### src/design/spe_pkg.sv
// Shared constants, codes and the result record of the segment pattern expander.
// Used by every module of the block; has no dependencies of its own.
package spe_pkg;

  localparam int MAX_SEGMENTS = 256;
  localparam int LOGICAL_BITS = 8;
  localparam int SEG_AW       = $clog2(MAX_SEGMENTS);
  localparam int CNT_W        = $clog2(MAX_SEGMENTS + 1);
  localparam int GPIO_BITS    = 32;
  localparam int GPIO_SEL_W   = $clog2(GPIO_BITS);
  localparam int MAP_W        = LOGICAL_BITS * GPIO_SEL_W;
  localparam int DUR_W        = 32;
  localparam int PASS_W       = 32;

  typedef enum logic [1:0] {
    KIND_TICK  = 2'd0,
    KIND_WRITE = 2'd1,
    KIND_ARM   = 2'd2
  } kind_t;

  typedef enum logic [1:0] {
    CFG_IDLE_MASK    = 2'd0,
    CFG_SEGS_IN_USE  = 2'd1,
    CFG_REPEAT_TOTAL = 2'd2,
    CFG_GPIO_MAP     = 2'd3
  } cfg_index_t;

  typedef struct packed {
    logic [GPIO_BITS-1:0]    toggle_word;
    logic [LOGICAL_BITS-1:0] level_now;
    logic                    sample_valid;
    logic                    any_change;
    logic                    pattern_done;
    logic [SEG_AW-1:0]       segment_now;
  } sample_t;

endpackage

### src/design/spe_remap.sv
// Logical-to-physical toggle remap: each changed logical bit sets the GPIO bit
// that its 5-bit map field selects. Pure logic; uses spe_pkg.
module spe_remap (
  input  logic [spe_pkg::LOGICAL_BITS-1:0] delta,
  input  logic [spe_pkg::MAP_W-1:0]        gpio_map,
  output logic [spe_pkg::GPIO_BITS-1:0]    toggle
);

  always_comb begin
    toggle = '0;
    for (int b = 0; b < spe_pkg::LOGICAL_BITS; b++) begin
      if (delta[b]) begin
        toggle[gpio_map[b*spe_pkg::GPIO_SEL_W +: spe_pkg::GPIO_SEL_W]] = 1'b1;
      end
    end
  end

endmodule

### src/design/spe_seq.sv
// Playback sequencer: level, segment pointer, sample count and pass count, updated
// once per accepted request. Drives the table ports; uses spe_pkg and spe_remap.
module spe_seq (
  input  logic                             clk,
  input  logic                             rst,
  input  logic                             go,
  input  logic [1:0]                       kind,
  input  logic [7:0]                       entry_index,
  input  logic [spe_pkg::LOGICAL_BITS-1:0] idle_mask,
  input  logic [8:0]                       segments_in_use,
  input  logic [spe_pkg::PASS_W-1:0]       repeat_total,
  input  logic [spe_pkg::MAP_W-1:0]        gpio_map,
  input  logic [spe_pkg::LOGICAL_BITS-1:0] rd_mask,
  input  logic [spe_pkg::DUR_W-1:0]        rd_dur,
  output logic                             wr_en,
  output logic [spe_pkg::SEG_AW-1:0]       wr_addr,
  output logic [spe_pkg::SEG_AW-1:0]       rd_addr,
  output spe_pkg::sample_t                 res
);

  logic [spe_pkg::LOGICAL_BITS-1:0] level, level_next;
  logic [spe_pkg::SEG_AW-1:0]       seg_pointer, seg_pointer_next;
  logic [spe_pkg::DUR_W-1:0]        samples_left, samples_left_next;
  logic [spe_pkg::PASS_W-1:0]       passes_done, passes_done_next;
  logic                             finished, finished_next;
  logic                             armed, armed_next;
  logic                             reload, reload_next;

  logic [spe_pkg::DUR_W-1:0]        left_now;
  logic [spe_pkg::CNT_W-1:0]        seg_count;
  logic [spe_pkg::CNT_W-1:0]        ptr_plus;
  logic [spe_pkg::PASS_W-1:0]       passes_inc;
  logic [spe_pkg::GPIO_BITS-1:0]    toggle;
  logic                             sample;

  spe_remap u_remap (
    .delta    (level ^ rd_mask),
    .gpio_map (gpio_map),
    .toggle   (toggle)
  );

  // Clamp the configured count to 1..MAX_SEGMENTS.
  always_comb begin
    if (segments_in_use == '0) begin
      seg_count = spe_pkg::CNT_W'(1);
    end else if (32'(segments_in_use) > spe_pkg::MAX_SEGMENTS) begin
      seg_count = spe_pkg::CNT_W'(spe_pkg::MAX_SEGMENTS);
    end else begin
      seg_count = spe_pkg::CNT_W'(segments_in_use);
    end
  end

  // The duration of a freshly entered segment arrives from the table's registered read
  // port once the pointer has moved; fold it in here.
  assign left_now   = reload ? rd_dur : samples_left;
  assign ptr_plus   = spe_pkg::CNT_W'(seg_pointer) + spe_pkg::CNT_W'(1);
  assign passes_inc = (passes_done != '1) ? passes_done + 1'b1 : passes_done;

  assign wr_en   = go && kind == spe_pkg::KIND_WRITE
                   && 32'(entry_index) < spe_pkg::MAX_SEGMENTS;
  assign wr_addr = entry_index[spe_pkg::SEG_AW-1:0];
  assign rd_addr = seg_pointer_next;

  always_comb begin
    level_next        = level;
    seg_pointer_next  = seg_pointer;
    samples_left_next = left_now;
    passes_done_next  = passes_done;
    finished_next     = finished;
    armed_next        = armed;
    reload_next       = 1'b0;
    sample            = 1'b0;
    if (go) begin
      unique case (kind)
        spe_pkg::KIND_TICK: begin
          if (armed && !finished) begin
            sample     = 1'b1;
            level_next = rd_mask;
            if (left_now > spe_pkg::DUR_W'(1)) begin
              samples_left_next = left_now - 1'b1;
            end else if (ptr_plus < seg_count) begin
              seg_pointer_next  = ptr_plus[spe_pkg::SEG_AW-1:0];
              samples_left_next = '0;
              reload_next       = 1'b1;
            end else begin
              passes_done_next  = passes_inc;
              samples_left_next = '0;
              if (repeat_total != '0 && passes_inc >= repeat_total) begin
                finished_next = 1'b1;
              end else begin
                seg_pointer_next = '0;
                reload_next      = 1'b1;
              end
            end
          end
        end
        spe_pkg::KIND_ARM: begin
          level_next        = idle_mask;
          seg_pointer_next  = '0;
          samples_left_next = '0;
          reload_next       = 1'b1;
          passes_done_next  = '0;
          finished_next     = 1'b0;
          armed_next        = 1'b1;
        end
        default: begin
        end
      endcase
    end
  end

  always_ff @(posedge clk) begin
    if (rst) begin
      level        <= '0;
      seg_pointer  <= '0;
      samples_left <= '0;
      passes_done  <= '0;
      finished     <= 1'b0;
      armed        <= 1'b0;
      reload       <= 1'b0;
    end else begin
      level        <= level_next;
      seg_pointer  <= seg_pointer_next;
      samples_left <= samples_left_next;
      passes_done  <= passes_done_next;
      finished     <= finished_next;
      armed        <= armed_next;
      reload       <= reload_next;
    end
  end

  always_comb begin
    res.toggle_word  = sample ? toggle : '0;
    res.level_now    = level_next;
    res.sample_valid = sample;
    res.any_change   = sample && toggle != '0;
    res.pattern_done = finished_next;
    res.segment_now  = seg_pointer_next;
  end

endmodule
### config.mk
export PLATFORM = sky130hd
export DESIGN_NAME = spe_seq
export DESIGN_NICKNAME = d
export VERILOG_FILES = /design/src/design/spe_pkg.sv /design/src/design/spe_remap.sv /design/src/design/spe_seq.sv
export SDC_FILE = /design/constraint.sdc
export NUM_CORES = 1
export LEC_CHECK = 0
export BUFFER_PORTS_ARGS = -buffer_cell sky130_fd_sc_hd__buf_2
export CORE_ASPECT_RATIO = 0.7
export CORE_UTILIZATION = 57
export CTS_CLUSTER_DIAMETER = 100
export CTS_CLUSTER_SIZE = 30
export DETAILED_ROUTE_END_ITERATION = 6
export PLACE_DENSITY = 0.88
export SETUP_SLACK_MARGIN = 0.02
export SLEW_MARGIN = 20
export SYNTH_ARGS = -nofsm -noshare
export SYNTH_HDL_FRONTEND = slang
export SYNTH_SLANG_ARGS = --single-unit
### constraint.sdc
create_clock -name clk -period 5.2 [get_ports clk]
set_clock_uncertainty 0.1 [all_clocks]
set_input_delay 0.26 -clock clk [delete_from_list [all_inputs] [get_ports clk]]
set_output_delay 0.26 -clock clk [all_outputs]
set_load 0.005 [all_outputs]
* Word level (Yosys, flattened, before mapping)
Cells that the tools add are included.
** Storage, ports and cells
- Input bits :: 142
- Output and inout port bits :: 68
- Register bits :: 83
** Cells by class
- Muxes and demuxes :: 60
- Bitwise gates (word level) :: 9
- $lt $le $gt $ge :: 20
- Equal/unequal tests :: 6
- Add/subtract/negate cells :: 3
- Reduce and logical (&&, ||, !) cells :: 21
** Operators with widths (number)
- 32-bit two-way mux :: 17
- 32-bit OR :: 7
- 32-bit case mux with 2 select lines :: 2
- 32-bit nonzero test :: 2
- 8-bit two-way mux :: 7
- 5-bit by 6-bit < comparator with 1-bit output, second input constant :: 8
- 1-bit demux with 5-bit select :: 8
- 5-bit by 1-bit >= comparator with 1-bit output, second input constant :: 8
- 32-bit by 1-bit adder with 32-bit output, second input constant :: 1
- 32-bit >= comparator :: 1
- 32-bit by 1-bit greater-than comparator with 1-bit output, second input constant :: 1
- 32-bit inequality test, second input constant :: 1
- 8-bit case mux with 2 select lines :: 2
- 32-bit by 1-bit subtractor with 32-bit output, second input constant :: 1
- 1-bit two-way mux :: 20
- 9-bit two-way mux :: 2
- 1-bit logical AND :: 12
- 8-bit by 1-bit adder with 9-bit output, second input constant :: 1
- 9-bit greater-than comparator, second input constant :: 1
- 9-bit logical NOT :: 1
- 9-bit < comparator :: 1
- 8-bit XOR :: 1
- 2-bit inequality test, second input constant :: 3
- 5-bit AND reduction :: 1
- other kinds (9) :: 10

* Logic depth before layout (Yosys ltp)
- Depth in word-level cells :: 21
- Gate-level depth with buffers :: 17
- Gate-level depth less buffers :: 14

* Hierarchy
A second synthesis with hierarchy kept.
** Second synthesis, totals
- Cells, all modules :: 1157
- Area total of the unflattened synthesis :: 8871.0 um^2
** Modules (own cells, without submodules)
- spe_seq :: sequential area each 1661.6 um^2, area an instance 6994.2 um^2, cells each 889, times used 1
- spe_remap :: sequential area each 0.0 um^2, area an instance 1876.8 um^2, cells each 268, times used 1

* Least setup slack after synthesis
No wires, ideal clock.
- Path kind :: register to output
- From :: register passes_done[19] in the netlist's numbering
- To :: output res[5] in the netlist's numbering
- Arrival time :: 3.703 ns
- Cell stages (with the launch flop) :: 17
- Setup slack :: 1.137 ns
- Cell sequence :: dfxtp_1 -> buf_2 -> and4_1 -> nand4_1 -> nor4b_1 -> and3_1 -> nand2_1 -> xnor2_1 -> ha_1 -> a21oi_1 -> nand2_1 -> a221oi_1 -> o211ai_1 -> o21a_1 -> a2111oi_0 -> o31ai_1 -> buf_4
** On the way
- Longest elaborated chain between the ends :: 10
- Elaborated cells on any way between the ends :: 11
** Ends and longest elaborated chain
- start, declared :: line spe_seq.sv:24 : logic [spe_pkg::PASS_W-1:0] passes_done, passes_done_next;
- start signal, assigned :: line spe_seq.sv:125 : passes_done <= passes_done_next;
- 32-bit by 1-bit adder with 32-bit output / 32-bit inequality test (equally long branches) :: line spe_seq.sv:57 : assign passes_inc = (passes_done != '1) ? passes_done + 1'b1 : passes_done;
- 32-bit two-way mux * :: line spe_seq.sv:57
- 32-bit >= comparator * :: line spe_seq.sv:88 : if (repeat_total != '0 && passes_inc >= repeat_total) begin
- 1-bit logical AND * :: line spe_seq.sv:88
- 8-bit two-way mux * :: line spe_seq.sv:88
- 8-bit two-way mux * :: line spe_seq.sv:81 : end else if (ptr_plus < seg_count) begin
- 8-bit two-way mux * :: line spe_seq.sv:79 : if (left_now > spe_pkg::DUR_W'(1)) begin
- 8-bit two-way mux * :: line spe_seq.sv:76 : if (armed && !finished) begin
- 8-bit case mux with 2 select lines * :: line spe_seq.sv:74 : unique case (kind)
- 8-bit two-way mux * :: line spe_seq.sv:73 : if (go) begin
- end, declared :: line spe_seq.sv:18 : output spe_pkg::sample_t res
Mark *: on every way between the ends. The rest lies on a longest branch, timed or not.

* Worst setup path after layout
- From :: register passes_done[20] in the netlist's numbering
- To :: output rd_addr[5] in the netlist's numbering
** On the way
- Longest elaborated chain between the ends :: 10
- Elaborated cells on any way between the ends :: 11
** Ends and longest elaborated chain
- 32-bit by 1-bit adder with 32-bit output / 32-bit inequality test (equally long branches) :: line spe_seq.sv:57
- 32-bit two-way mux * :: line spe_seq.sv:57
- 32-bit >= comparator * :: line spe_seq.sv:88
- 1-bit logical AND * :: line spe_seq.sv:88
- 8-bit two-way mux * :: line spe_seq.sv:88
- 8-bit two-way mux * :: line spe_seq.sv:81
- 8-bit two-way mux * :: line spe_seq.sv:79
- 8-bit two-way mux * :: line spe_seq.sv:76
- 8-bit case mux with 2 select lines * :: line spe_seq.sv:74
- 8-bit two-way mux * :: line spe_seq.sv:73
- end, declared :: line spe_seq.sv:17 : output logic [spe_pkg::SEG_AW-1:0] rd_addr,
Marks and branches as above.

==> flow_summary.yaml <==
global_route:
  grt_use_total_pct: 45.8
  grt_pass1_vias: 10400
  antenna_found_initial: 0
  grt_max_degree: 45
  grt_pass1_wl_um: 59000
  grt_overflow: 0
cts:
  cts_num_sinks: 83
  cts.clk_slew.worst_paths_ns: 0.07
  cts.path.max_buffers: 2
  root_buffer: "clkbuf_16"
  htreeDepth: 3
  clk_latency_ns: 0.36
  hold_buffers: 0
  cts_buffers: 9
  cts_tree: "done"
finish:
  multi_input_area_um2: 7290
  layout_commonest_cell: "buf_2"
  drive_gt1_share_pct: 21.2
  mostFrequentLayoutCells: "buf_2, nor2_1, nand2_1"
  seq_area_um2: 1670
  fin_cells: 1677
  areaGrowthSynthToFinish_pct: 15.0
  fin_util_pct: 68.4
  fill_cells: 1304
  layout.nets: 1636
placement:
  dp.cells: 1654
  gp_congestion: 1.13
  post-dp-hpwl_um: 31000
  port_buffers: 193
floorplanning:
  ios: 210
  rows: 38
  die-width_um: 156
  core_area_um2: 15800
  die_y_um: 110
  floorplan.initialDensity_pct: 59.5
  die-area_um2: 17100
route:
  drc: 0
  drt-total-wl_um: 40700
  wire_per_inst_um: 24.3
  antenna_left: 0
  vias: 12000
  vias_per_cell: 7.15
  drt_pass1_iterations: 6
  drt_iter0_drc: 2110
logic_synthesis:
  synth_area_leaders: "dfxtp_1, ha_1, o22ai_1, nand3_1, nor2_1"
  synth_ff_type: "dfxtp_1"
  synth-edff-count: 0
  syn_area_um2: 9420
  synth_top_cell_by_area: "dfxtp_1"
  synth_nets: 1486
  synth_top_area_share_pct: 17.6
  avgSynthCellArea_um2: 7.25
  seq_area_frac_synth_pct: 17.6
  ys_ff_latch: 83
  ys_types: 85
  syn-instance-count: 1300
  async_reset_ff_share_pct: 0
  yosysWarningCount: 0
min_path:
  min_path_type: "in2reg"
setup_path:
  r2r_cells: 13
  r2r_slack_ns: 0.60
  reg2reg_from: "seg_pointer[0]"
  crit_path_cell_trace: "and4_2 > nand4_1 > nor4b_2 > buf_4 > and3_1 > nand2_1 > xnor2_1 > ha_1 > nand4_1 > nor2_1 > a221oi_1 > o211ai_1 > o21a_2 > a2111oi_2 > o31ai_1 > buf_4 > buf_2"
  start_kind: "register"
  worstPathArrival_ns: 4.81
  worstSetupEndpoint: "rd_addr[5]"
  regToRegEndpoint: "passes_done[17]"
  end_kind: "output pin"
  critPathMaxStageDelay_ns: 0.44
  cp_max_fo: 6
  crit_type: "reg2out"
  required_ns: 4.84
  worst_path_max_delay_cell: "nor4b_2"
  startpoint: "passes_done[20]"
sta:
  setup_viol: 0
  finalCriticalPeriod_ns: 5.17
  whs_ns: 0.161
  worstMarginPinSlew_ns: 1.14
  fin_crit_sh_pct: 99.5
  hold_viol: 0
  drv_slew: 0
  fmax_ghz: 0.193
  slew_headroom_pct: 23.9
power:
  peakVddDrop_v: 0.000133
  fin_total_pwr_uw: 1880
  p_leak_uw: 0.00431
  p_per_area_nw_per_um2: 173
status:
  status: "finished, final reports clean"
flow_run:
  maxCapViolCount: 0
## worst max-delay path, delay by kind of cell, from the launching register on
family | cells | cell delay, ns
simple gates | 7 | 1.66
xor+xnor | 1 | 0.25
buf+inv | 3 | 0.51
flops | 1 | 0.42
fa+ha+maj | 1 | 0.32
compound gates | 5 | 1.27
## Yosys cell counts, types with 12 or more instances
cell	number
o21ai_1	14
ha_1	44
nand3_1	84
nor4_1	29
a22o_1	12
nor2b_1	24
o2111ai_1	15
a211oi_1	13
nor2_1	106
xor2_1	23
xnor2_1	37
nand2b_1	14
inv_1	50
dfxtp_1	83
buf_4	18
nand2_1	101
nor3b_1	20
nand3b_1	28
a21oi_1	68
and2_1	13
clkbuf_1	35
nor3_1	63
and3_1	22
nand4_1	22
o22ai_1	76
o21ai_0	35
a31oi_1	13
mux2i_1	29
or3_1	31
## worst min-delay path by stage
| stage | from | to | cells after the start |
|---|---|---|---|
| after detailed placement | passes_done[7] | passes_done[7] | 2 |
| after CTS | rd_dur[16] | samples_left[16] | 3 |
| after global placement | passes_done[7] | passes_done[7] | 2 |
| after global routing | rd_dur[16] | samples_left[16] | 3 |
| after floorplan | rd_dur[30] | samples_left[30] | 2 |
| final | rd_dur[27] | samples_left[27] | 3 |
## cell families after synthesis
group / after synthesis / synth area share [%]
flops: 83 / 17.6
fa+ha+maj: 44 / 5.84
xor+xnor: 60 / 5.58
simple gates: 617 / 36.7
mux: 38 / 4.46
compound gates: 332 / 23.5
buf+inv: 126 / 6.32
## layout make-up
type | instances | area share [%]
clock buffers | 10 | 2.21
clock inverters | 6 | 0.427
inverters | 52 | 1.80
repair buffers | 213 | 10.3
diodes | 2 | 0.0462
multi-input cells | 1091 | 67.3
well taps | 220 | 2.54
flip-flops and latches | 83 | 15.4
## flip-flops by register name, summed over array words and instances (netlist names)
signal and flops:
finished 1, seg_pointer 8, samples_left 32, reload 1
passes_done 32, level 8, armed 1
## power breakdown
group	internal, uW	switching, uW
Sequential	649	12.2
Clock	342	303
Combinational	189	383
Total	1180	699
## per-stage QoR
stage	worst slack (ns)	TNS, ns	area (um^2)
floorplan	1.14	0	9420
global placement	0.551	0	10400
detailed placement	0.224	0	10400
CTS	0.0922	0	10700
global route	-0.131	-0.258	10800
finish	0.0255	0	10800
## per-layer routing
metal	vias up	global-route usage, %	routed length, um
met3	185	21.4	7200
met5	-	7.14	156
met4	4	10.8	1430
met1	5476	61.6	16200
li1	5227	-	-
met2	1103	64.8	15700
## timing repair
item                       4_1_cts  5_1_grt
buffers inserted                 0        5
setup endpoints to repair       11       15
resized for setup                2       28
pin swaps                        0        7
gates cloned                     0        0
Power figures use the tool's default switching activity.
